===== src/rtl/wred_pkg.sv =====
// shared types and constants of the windowed ramp event detector
package wred_pkg;

   localparam int TIME_W     = 32;
   localparam int VALUE_W    = 32;
   localparam int WIN_W      = 24;
   localparam int OP_W       = 3;
   localparam int STATUS_W   = 2;
   localparam int ALU_W      = 34;
   localparam int CSR_ADDR_W = 2;
   localparam int CSR_DATA_W = 32;

   // configuration register indexes
   localparam logic [CSR_ADDR_W-1:0] CSR_EXACT_MODE    = 2'd0;
   localparam logic [CSR_ADDR_W-1:0] CSR_WINDOW_SECS   = 2'd1;
   localparam logic [CSR_ADDR_W-1:0] CSR_THRESH_OP     = 2'd2;
   localparam logic [CSR_ADDR_W-1:0] CSR_THRESH_VALUE  = 2'd3;

   // threshold operator codes
   localparam logic [OP_W-1:0] OP_LT = 3'd0;
   localparam logic [OP_W-1:0] OP_LE = 3'd1;
   localparam logic [OP_W-1:0] OP_EQ = 3'd2;
   localparam logic [OP_W-1:0] OP_NE = 3'd3;
   localparam logic [OP_W-1:0] OP_GT = 3'd4;
   localparam logic [OP_W-1:0] OP_GE = 3'd5;

   // result status codes
   localparam logic [STATUS_W-1:0] STATUS_UNDEF    = 2'd0;
   localparam logic [STATUS_W-1:0] STATUS_NO_RAMP  = 2'd1;
   localparam logic [STATUS_W-1:0] STATUS_RAMP     = 2'd2;
   localparam logic [STATUS_W-1:0] STATUS_OP_ERROR = 2'd3;

   // reset values of the configuration registers
   localparam logic [WIN_W-1:0]   WINDOW_RESET = 24'd3600;
   localparam logic [OP_W-1:0]    OP_RESET     = OP_GT;

   // one stored history entry
   typedef struct packed {
      logic                      valid;
      logic signed [VALUE_W-1:0] value;
      logic [TIME_W-1:0]         stamp;
   } hist_entry_type;

   // operands of the shared subtract and compare unit: (a - b) against c
   typedef struct packed {
      logic signed [ALU_W-1:0] a;
      logic signed [ALU_W-1:0] b;
      logic signed [ALU_W-1:0] c;
   } alu_req_type;

   typedef struct packed {
      logic lt;
      logic eq;
   } alu_rsp_type;

endpackage


===== src/rtl/wred_alu.sv =====
// shared subtract and compare unit: difference of two operands against a limit
module wred_alu (
   input  wred_pkg::alu_req_type req,
   output wred_pkg::alu_rsp_type rsp
);

   logic signed [wred_pkg::ALU_W-1:0] diff;

   // difference, then signed compare against the limit
   assign diff   = req.a - req.b;
   assign rsp.lt = (diff < req.c);
   assign rsp.eq = (diff == req.c);

endmodule


===== src/rtl/windowed_ramp_event_detector.sv =====
// top level of the windowed ramp event detector: history ring, scan sequencer, result register
//
//  channel  | direction | ports                          | contents
//  ---------+-----------+--------------------------------+-------------------------------------
//  req      | in        | req_tvalid/tready/tdata/tuser  | sample_time, sample_value, value_valid
//  rsp      | out       | rsp_tvalid/tready/tdata/tuser  | prior_value, ramp_status, prior_valid
//  csr      | in        | csr_we/csr_addr/csr_wdata      | exact_mode, window_seconds, thresh_op,
//           |           |                                | thresh_value
//
// each sample makes a history read per stored entry on the single read port and shared
// compare unit (no reads when an operator error skips the scan), then a scan step folding
// the last read, evaluate-and-store, result hand-off and the idle accept step. reset clears
// control state and configuration; the history memory needs no clearing since only written
// entries are scanned. a stalled rsp side holds the result in the output register while the
// next sample is accepted and scanned.
module windowed_ramp_event_detector #(
   parameter int HISTORY_DEPTH = 64
) (
   input  logic                               clock,
   input  logic                               reset,
   // req transaction
   input  logic                               req_tvalid,
   output logic                               req_tready,
   input  logic [63:0]                        req_tdata,  // [31:0] sample_time, [63:32] sample_value
   input  logic                               req_tuser,  // [0] value_valid
   // rsp transaction
   output logic                               rsp_tvalid,
   input  logic                               rsp_tready,
   output logic [31:0]                        rsp_tdata,  // [31:0] prior_value
   output logic [2:0]                         rsp_tuser,  // [1:0] ramp_status, [2] prior_valid
   // configuration writes
   input  logic                               csr_we,
   input  logic [wred_pkg::CSR_ADDR_W-1:0]    csr_addr,
   input  logic [wred_pkg::CSR_DATA_W-1:0]    csr_wdata
);

   localparam int IDX_W = (HISTORY_DEPTH > 1) ? $clog2(HISTORY_DEPTH) : 1;
   localparam int CNT_W = $clog2(HISTORY_DEPTH + 1);
   localparam int SUM_W = IDX_W + 2;

   localparam logic [IDX_W-1:0] LAST_IDX = IDX_W'(HISTORY_DEPTH - 1);

   // sequencer state codes
   localparam logic [1:0] S_IDLE = 2'd0;
   localparam logic [1:0] S_SCAN = 2'd1;
   localparam logic [1:0] S_EVAL = 2'd2;
   localparam logic [1:0] S_DONE = 2'd3;

   // configuration registers
   logic                                  exact_ff, exact_in;
   logic [wred_pkg::WIN_W-1:0]            window_ff, window_in;
   logic [wred_pkg::OP_W-1:0]             op_ff, op_in;
   logic signed [wred_pkg::VALUE_W-1:0]   thresh_ff, thresh_in;

   // sequencer and ring control
   logic [1:0]                            state_ff, state_in;
   logic [IDX_W-1:0]                      wr_idx_ff, wr_idx_in;
   logic [CNT_W-1:0]                      fill_ff, fill_in;
   logic [IDX_W-1:0]                      rd_ptr_ff, rd_ptr_in;
   logic [CNT_W-1:0]                      remain_ff, remain_in;
   logic                                  pend_ff, pend_in;

   // current sample and scan result
   logic [wred_pkg::TIME_W-1:0]           cur_time_ff, cur_time_in;
   logic signed [wred_pkg::VALUE_W-1:0]   cur_value_ff, cur_value_in;
   logic                                  cur_ok_ff, cur_ok_in;
   logic                                  found_ff, found_in;
   logic signed [wred_pkg::VALUE_W-1:0]   prior_ff, prior_in;
   logic [wred_pkg::STATUS_W-1:0]         status_ff, status_in;

   // output register
   logic                                  rsp_valid_ff, rsp_valid_in;
   logic [wred_pkg::STATUS_W-1:0]         rsp_status_ff, rsp_status_in;
   logic signed [wred_pkg::VALUE_W-1:0]   rsp_prior_ff, rsp_prior_in;
   logic                                  rsp_pvalid_ff, rsp_pvalid_in;

   // history memory and its registered read data
   wred_pkg::hist_entry_type              hist_mem [HISTORY_DEPTH];
   wred_pkg::hist_entry_type              rd_q_ff;
   wred_pkg::hist_entry_type              wr_entry;

   logic                                  req_fire;
   logic                                  want_min, want_max, op_err;
   logic [SUM_W-1:0]                      oldest_sum;
   logic [IDX_W-1:0]                      oldest_idx;
   logic                                  cmp_hit;
   logic                                  better;
   logic                                  out_load;

   wred_pkg::alu_req_type                 alu_req;
   wred_pkg::alu_rsp_type                 alu_rsp;

   assign req_fire   = req_tvalid && req_tready;
   assign req_tready = (state_ff == S_IDLE);

   // operator decode
   assign want_min = (op_ff == wred_pkg::OP_GT) || (op_ff == wred_pkg::OP_GE);
   assign want_max = (op_ff == wred_pkg::OP_LT) || (op_ff == wred_pkg::OP_LE);
   assign op_err   = (op_ff > wred_pkg::OP_GE) || (!exact_ff && !want_min && !want_max);

   // oldest stored entry: write index minus fill count, wrapped once
   always_comb begin
      oldest_sum = SUM_W'(wr_idx_ff) + SUM_W'(HISTORY_DEPTH) - SUM_W'(fill_ff);
      if (oldest_sum >= SUM_W'(HISTORY_DEPTH)) begin
         oldest_sum = oldest_sum - SUM_W'(HISTORY_DEPTH);
      end
      oldest_idx = oldest_sum[IDX_W-1:0];
   end

   // shared unit operands: time offset against window while scanning, value ramp otherwise
   always_comb begin
      if (state_ff == S_SCAN) begin
         alu_req.a = {2'b00, cur_time_ff};
         alu_req.b = {2'b00, rd_q_ff.stamp};
         alu_req.c = {{(wred_pkg::ALU_W - wred_pkg::WIN_W){1'b0}}, window_ff};
      end else begin
         alu_req.a = {{2{cur_value_ff[wred_pkg::VALUE_W-1]}}, cur_value_ff};
         alu_req.b = {{2{prior_ff[wred_pkg::VALUE_W-1]}}, prior_ff};
         alu_req.c = {{2{thresh_ff[wred_pkg::VALUE_W-1]}}, thresh_ff};
      end
   end

   wred_alu u_alu (
      .req (alu_req),
      .rsp (alu_rsp)
   );

   // threshold operator applied to the shared unit's flags
   always_comb begin
      unique case (op_ff)
         wred_pkg::OP_LT: cmp_hit = alu_rsp.lt;
         wred_pkg::OP_LE: cmp_hit = alu_rsp.lt || alu_rsp.eq;
         wred_pkg::OP_EQ: cmp_hit = alu_rsp.eq;
         wred_pkg::OP_NE: cmp_hit = !alu_rsp.eq;
         wred_pkg::OP_GT: cmp_hit = !alu_rsp.lt && !alu_rsp.eq;
         default:         cmp_hit = !alu_rsp.lt;
      endcase
   end

   // window extreme: entry value beats the running prior
   assign better = !found_ff
                   || (want_min && (rd_q_ff.value < prior_ff))
                   || (want_max && (rd_q_ff.value > prior_ff));

   assign out_load = (state_ff == S_DONE) && (!rsp_valid_ff || rsp_tready);

   assign wr_entry.stamp = cur_time_ff;
   assign wr_entry.value = cur_value_ff;
   assign wr_entry.valid = cur_ok_ff;

   // configuration write decode
   always_comb begin
      exact_in  = exact_ff;
      window_in = window_ff;
      op_in     = op_ff;
      thresh_in = thresh_ff;
      if (csr_we) begin
         unique case (csr_addr)
            wred_pkg::CSR_EXACT_MODE:   exact_in  = csr_wdata[0];
            wred_pkg::CSR_WINDOW_SECS:  window_in = csr_wdata[wred_pkg::WIN_W-1:0];
            wred_pkg::CSR_THRESH_OP:    op_in     = csr_wdata[wred_pkg::OP_W-1:0];
            default:                    thresh_in = csr_wdata[wred_pkg::VALUE_W-1:0];
         endcase
      end
   end

   // sequencer
   always_comb begin
      state_in     = state_ff;
      wr_idx_in    = wr_idx_ff;
      fill_in      = fill_ff;
      rd_ptr_in    = rd_ptr_ff;
      remain_in    = remain_ff;
      pend_in      = 1'b0;
      cur_time_in  = cur_time_ff;
      cur_value_in = cur_value_ff;
      cur_ok_in    = cur_ok_ff;
      found_in     = found_ff;
      prior_in     = prior_ff;
      status_in    = status_ff;

      unique case (state_ff)
         S_IDLE: begin
            if (req_fire) begin
               cur_time_in  = req_tdata[31:0];
               cur_value_in = req_tdata[63:32];
               cur_ok_in    = req_tuser;
               found_in     = 1'b0;
               prior_in     = '0;
               rd_ptr_in    = oldest_idx;
               remain_in    = op_err ? '0 : fill_ff;
               state_in     = S_SCAN;
            end
         end
         S_SCAN: begin
            // issue one memory read per stored entry
            if (remain_ff != '0) begin
               pend_in   = 1'b1;
               remain_in = remain_ff - CNT_W'(1);
               rd_ptr_in = (rd_ptr_ff == LAST_IDX) ? '0 : rd_ptr_ff + IDX_W'(1);
            end else begin
               state_in = S_EVAL;
            end
            // fold the entry read in the previous cycle
            if (pend_ff) begin
               if (exact_ff) begin
                  if (alu_rsp.eq) begin
                     found_in = rd_q_ff.valid;
                     prior_in = rd_q_ff.valid ? rd_q_ff.value : '0;
                  end
               end else if ((alu_rsp.lt || alu_rsp.eq) && rd_q_ff.valid && better) begin
                  found_in = 1'b1;
                  prior_in = rd_q_ff.value;
               end
            end
         end
         S_EVAL: begin
            priority if (op_err) begin
               status_in = wred_pkg::STATUS_OP_ERROR;
            end else if (!cur_ok_ff || !found_ff) begin
               status_in = wred_pkg::STATUS_UNDEF;
            end else begin
               status_in = cmp_hit ? wred_pkg::STATUS_RAMP : wred_pkg::STATUS_NO_RAMP;
            end
            // the sample enters the ring
            wr_idx_in = (wr_idx_ff == LAST_IDX) ? '0 : wr_idx_ff + IDX_W'(1);
            if (fill_ff != CNT_W'(HISTORY_DEPTH)) begin
               fill_in = fill_ff + CNT_W'(1);
            end
            state_in = S_DONE;
         end
         default: begin
            if (out_load) begin
               state_in = S_IDLE;
            end
         end
      endcase
   end

   // output register
   always_comb begin
      rsp_valid_in  = rsp_valid_ff;
      rsp_status_in = rsp_status_ff;
      rsp_prior_in  = rsp_prior_ff;
      rsp_pvalid_in = rsp_pvalid_ff;
      if (out_load) begin
         rsp_valid_in  = 1'b1;
         rsp_status_in = status_ff;
         rsp_prior_in  = prior_ff;
         rsp_pvalid_in = found_ff;
      end else if (rsp_tready) begin
         rsp_valid_in  = 1'b0;
      end
   end

   // control registers
   always_ff @(posedge clock) begin
      if (reset) begin
         exact_ff     <= 1'b0;
         window_ff    <= wred_pkg::WINDOW_RESET;
         op_ff        <= wred_pkg::OP_RESET;
         thresh_ff    <= '0;
         state_ff     <= S_IDLE;
         wr_idx_ff    <= '0;
         fill_ff      <= '0;
         pend_ff      <= 1'b0;
         remain_ff    <= '0;
         rsp_valid_ff <= 1'b0;
      end else begin
         exact_ff     <= exact_in;
         window_ff    <= window_in;
         op_ff        <= op_in;
         thresh_ff    <= thresh_in;
         state_ff     <= state_in;
         wr_idx_ff    <= wr_idx_in;
         fill_ff      <= fill_in;
         pend_ff      <= pend_in;
         remain_ff    <= remain_in;
         rsp_valid_ff <= rsp_valid_in;
      end
   end

   // payload registers
   always_ff @(posedge clock) begin
      rd_ptr_ff     <= rd_ptr_in;
      cur_time_ff   <= cur_time_in;
      cur_value_ff  <= cur_value_in;
      cur_ok_ff     <= cur_ok_in;
      found_ff      <= found_in;
      prior_ff      <= prior_in;
      status_ff     <= status_in;
      rsp_status_ff <= rsp_status_in;
      rsp_prior_ff  <= rsp_prior_in;
      rsp_pvalid_ff <= rsp_pvalid_in;
   end

   // history memory: one registered read per cycle, and a write in the evaluate state
   always_ff @(posedge clock) begin
      if (state_ff == S_EVAL) begin
         hist_mem[wr_idx_ff] <= wr_entry;
      end
      rd_q_ff <= hist_mem[rd_ptr_ff];
   end

   assign rsp_tvalid = rsp_valid_ff;
   assign rsp_tdata  = rsp_prior_ff;
   assign rsp_tuser  = {rsp_pvalid_ff, rsp_status_ff};

   // checks
   a_fill_bounded: assert property (@(posedge clock) disable iff (reset)
      fill_ff <= CNT_W'(HISTORY_DEPTH))
      else $error("history fill count above depth");

   a_accept_starts_scan: assert property (@(posedge clock) disable iff (reset)
      req_fire |=> (state_ff == S_SCAN))
      else $error("accepted sample did not start a scan");

   a_read_only_in_scan: assert property (@(posedge clock) disable iff (reset)
      pend_ff |-> (state_ff == S_SCAN))
      else $error("memory read data pending outside the scan");

   a_result_from_done: assert property (@(posedge clock) disable iff (reset)
      $rose(rsp_valid_ff) |-> ($past(state_ff) == S_DONE))
      else $error("result raised without a finished sample");

   a_op_error_no_prior: assert property (@(posedge clock) disable iff (reset)
      ((state_ff == S_EVAL) && op_err) |-> !found_ff)
      else $error("prior found under an operator error");

endmodule


===== config.mk =====
export PLATFORM = sky130hd
export DESIGN_NAME = windowed_ramp_event_detector
export DESIGN_NICKNAME = d
export VERILOG_FILES = /design/src/rtl/wred_pkg.sv /design/src/rtl/wred_alu.sv /design/src/rtl/windowed_ramp_event_detector.sv
export SDC_FILE = /design/constraint.sdc
export NUM_CORES = 2
export LEC_CHECK = 0
export ABC_CLOCK_PERIOD_IN_PS = 14050
export BUFFER_PORTS_ARGS = -buffer_cell sky130_fd_sc_hd__buf_2
export CAP_MARGIN = 30
export CELL_PAD_IN_SITES_DETAIL_PLACEMENT = 0
export CELL_PAD_IN_SITES_GLOBAL_PLACEMENT = 1
export CORE_MARGIN = 2
export CORE_UTILIZATION = 40
export DETAILED_ROUTE_END_ITERATION = 7
export GPL_TIMING_DRIVEN = 0
export PLACE_DENSITY_LB_ADDON = 0.08
export SLEW_MARGIN = 20
export SYNTH_ARGS = -nofsm -noshare
export SYNTH_HDL_FRONTEND = slang
export SYNTH_HIERARCHICAL = 1
export SYNTH_MEMORY_MAX_BITS = 65536
export SYNTH_SLANG_ARGS = --single-unit

===== constraint.sdc =====
create_clock -name clock -period 14.05 [get_ports clock]
set_input_delay 0.7025 -clock clock [delete_from_list [all_inputs] [get_ports clock]]
set_output_delay 0.7025 -clock clock [all_outputs]
set_load 0.05 [all_outputs]

==> run metrics <==
Yosys reg bits 4450; commonest cells in the netlist 4301 x edfxtp_1, 951 x mux4_2, 416 x mux2i_1, 283 x a21oi_1, 274 x nand2_1; PD cells 213 nW/um^2; register area share after synthesis 0.764; Ys Warns 6; syn avg cell area 20.7 sq um; Final period util 0.643; Rel. slew slack 0.263; worst slack, placed 4.82 ns; Final Hold Fails 0; Critical Path Start state_ff[1]; status complete, no violations; Slew Viols, Final 0; routability cong. 0.865; wire length per cell 39.7 microns; Worst Tran Pin Value 1.11 ns; die area 438000 sq um; final setup violation count 0; FP Rows 241; Initial Utilization 0.402; ys async rst share 0; RSZ-0062 raised after global routing false; Max Fclk 111 MHz; CTS tree done; Placeable Area 431000 sq um; most common cell in the netlist edfxtp_1; first-pass GRT wire length 832 mm; FF-to-FF path depth 27; DP HPWL 467 mm; Die H 662 microns; Hold WS 0.131 ns; ANT nets after route 0; initial DRC count 13800; Nets 9916; GRT Overall Usage 0.285; max-cap violations 0; Max clock buf depth 4; CP Max Fanout 19; total congestion overflow 0; initial antenna violation count 56; vias 95100; number of synthesized flops with an enable pin 4301; share of cells above drive strength 1 0.277; TritonRoute pass-1 iters 8; Clock Skew 0.0802 ns; synthesized instance count 8350; post-CTS setup buffers 0; H-Tree Depth 5; number of distinct library cells after synthesis 75; worst hold-check path type in2reg; Peak VDD IR 128 uV; count of cells resized by post-cts repair 0; ys flop type edfxtp_1; hold_sp csr_addr[0]; CTS buffer count 472; Crit Path Category reg2reg; I/O pin count 141; clock sink count 4450; Cell Area, Synth 173000 sq um; CTS root buf clkbuf_16; Worst Hold Path Cells 5; largest net degree at the start of global routing 38; port bufs 139; Worst-Skew Late Latency 1.04 ns; Worst Setup Start Kind flip-flop; Critical Path AT 9.75 ns; vias in the first global route 92100; area growth from synthesis to layout 20.8%; largest cells by area after synthesis edfxtp_1 75%, mux4_2 12%, mux2i_1 2.4%, dfxtp_1 1.7%, o221ai_1 0.97%; final worst slack 5.01 ns; R2R Path Start state_ff[1]; DR DRC count 0; syn nets 8570; Via density 6.01; drt total wl 628 mm; leakage 67.6 nW; largest area contributor in the netlist edfxtp_1; Period minus WS final 9.04 ns; top cell type's share of synthesized area 0.746; clock-pin slew on the worst setup and hold paths 0.06 ns; endpoint class of the critical path flip-flop; CP Data Required Time 14.76 ns; Die X 662 microns
[flip-flops by register name (all words and copies together) (netlist names), 24 cells and up]
| register | flops |
|---|---|
| thresh_ff | 32 |
| rd_q_ff | 65 |
| cur_time_ff | 32 |
| window_ff | 24 |
| prior_ff | 32 |
| cur_value_ff | 32 |
| rsp_tdata | 32 |
| hist_mem | 4160 |
[where the power goes]
| group | leakage [nW] | internal (W) | switching, W |
|---|---|---|---|
| combinational | 20.4 | 0.00576 | 0.0106 |
| clock | 7.27 | 0.00689 | 0.00526 |
| sequential | 39.9 | 0.0155 | 0.000457 |
[routing by layer]
metal,vias up,GRT usage,share of wire
li1,37600,-,-
met1,52000,0.410,0.42
met2,4678,0.438,0.45
met3,769,0.0533,0.084
met4,6,0.0942,0.038
met5,-,0,0.000064
[placed cells by master, fill, tap and decap left out, types with 54 or more instances in the layout]
master	instances
a211oi_1	90
a21oi_1	283
buf_12	152
buf_16	177
buf_2	257
buf_4	146
buf_6	80
buf_8	172
clkbuf_1	290
clkbuf_16	476
clkinv_1	122
clkinv_2	92
dfxtp_1	149
dlygate4sd3_1	98
edfxtp_1	4301
ha_1	114
inv_1	131
mux2_2	66
mux2i_1	416
mux4_2	951
nand2_1	274
nor2_1	117
nor2_4	54
o21ai_0	140
o21ai_1	65
o221ai_1	192
o22ai_1	156
[through the flow]
| stage | utilization | area (sq um) | total power, W | TNS (ns) | cells |
|---|---|---|---|---|---|
| finish | 0.485 | 209000 | 0.0445 | 0 | 15800 |
| global route | 0.485 | 209000 | 0.0458 | 0 | 15800 |
| CTS | 0.485 | 209000 | 0.0446 | 0 | 15800 |
| detailed placement | 0.448 | 193000 | 0.0324 | 0 | 14800 |
| global placement | 0.420 | 181000 | 0.0317 | -1304.86 | 14200 |
| floorplan | - | 173000 | 0.0245 | 0 | 8350 |
[area by class of cell]
cell class | instances | area, sq um
clock inverters | 279 | 2390
well taps | 5710 | 7140
repair buffers | 872 | 13300
multi-input cells | 3302 | 38500
clock buffers | 594 | 12500
diodes | 20 | 50.0
flip-flops and latches | 4450 | 132000
plain buffers | 465 | 2500
inverters | 133 | 507
fillers | 35300 | 222000
[cell families after synthesis]
| family | Yosys count | share of synthesized area |
|---|---|---|
| adder cells (fa/ha/maj) | 116 | 0.00847 |
| buffers and inverters | 598 | 0.0169 |
| flip-flops | 4450 | 0.764 |
| XOR/XNOR | 44 | 0.00223 |
| AND/OR/NAND/NOR | 645 | 0.0169 |
| multiplexers | 1433 | 0.152 |
| AO/OA/AOI/OAI | 1064 | 0.0398 |
[worst max-delay path, cell delays in order (launching register included)]
cell,delay [ns]
dfxtp_1,0.34
inv_1,0.08
ha_1,0.44
clkbuf_1,0.61
clkbuf_1,0.67
clkbuf_1,0.56
nand2_1,0.10
o21ai_0,0.20
inv_1,0.09
ha_1,0.29
nor2b_1,0.14
o31a_1,0.28
o31ai_1,0.35
o211ai_1,0.25
a21oi_1,0.34
mux2i_1,0.14
a211o_1,0.36
ha_1,0.37
nand4_1,0.19
nor4_1,0.56
nand3_1,0.30
o221ai_1,0.25
a221oi_1,0.08
xnor2_1,0.52
a21oi_1,0.13
nand4b_1,0.24
o21ai_4,0.54
buf_16,0.25
[final timing paths]
check                          end  slack (ns)
setup reg to reg      prior_ff[29]        5.01
hold / removal            exact_ff        0.13
hold reg to reg   rsp_status_ff[1]        0.44
setup / recovery      prior_ff[29]        5.01
[timing repair]
action                     in CTS  in global routing
hold endpoints to repair      126                  0
setup endpoints to repair       0                  0
hold buffers                   98                  0
Power figures use the tool's default switching activity.
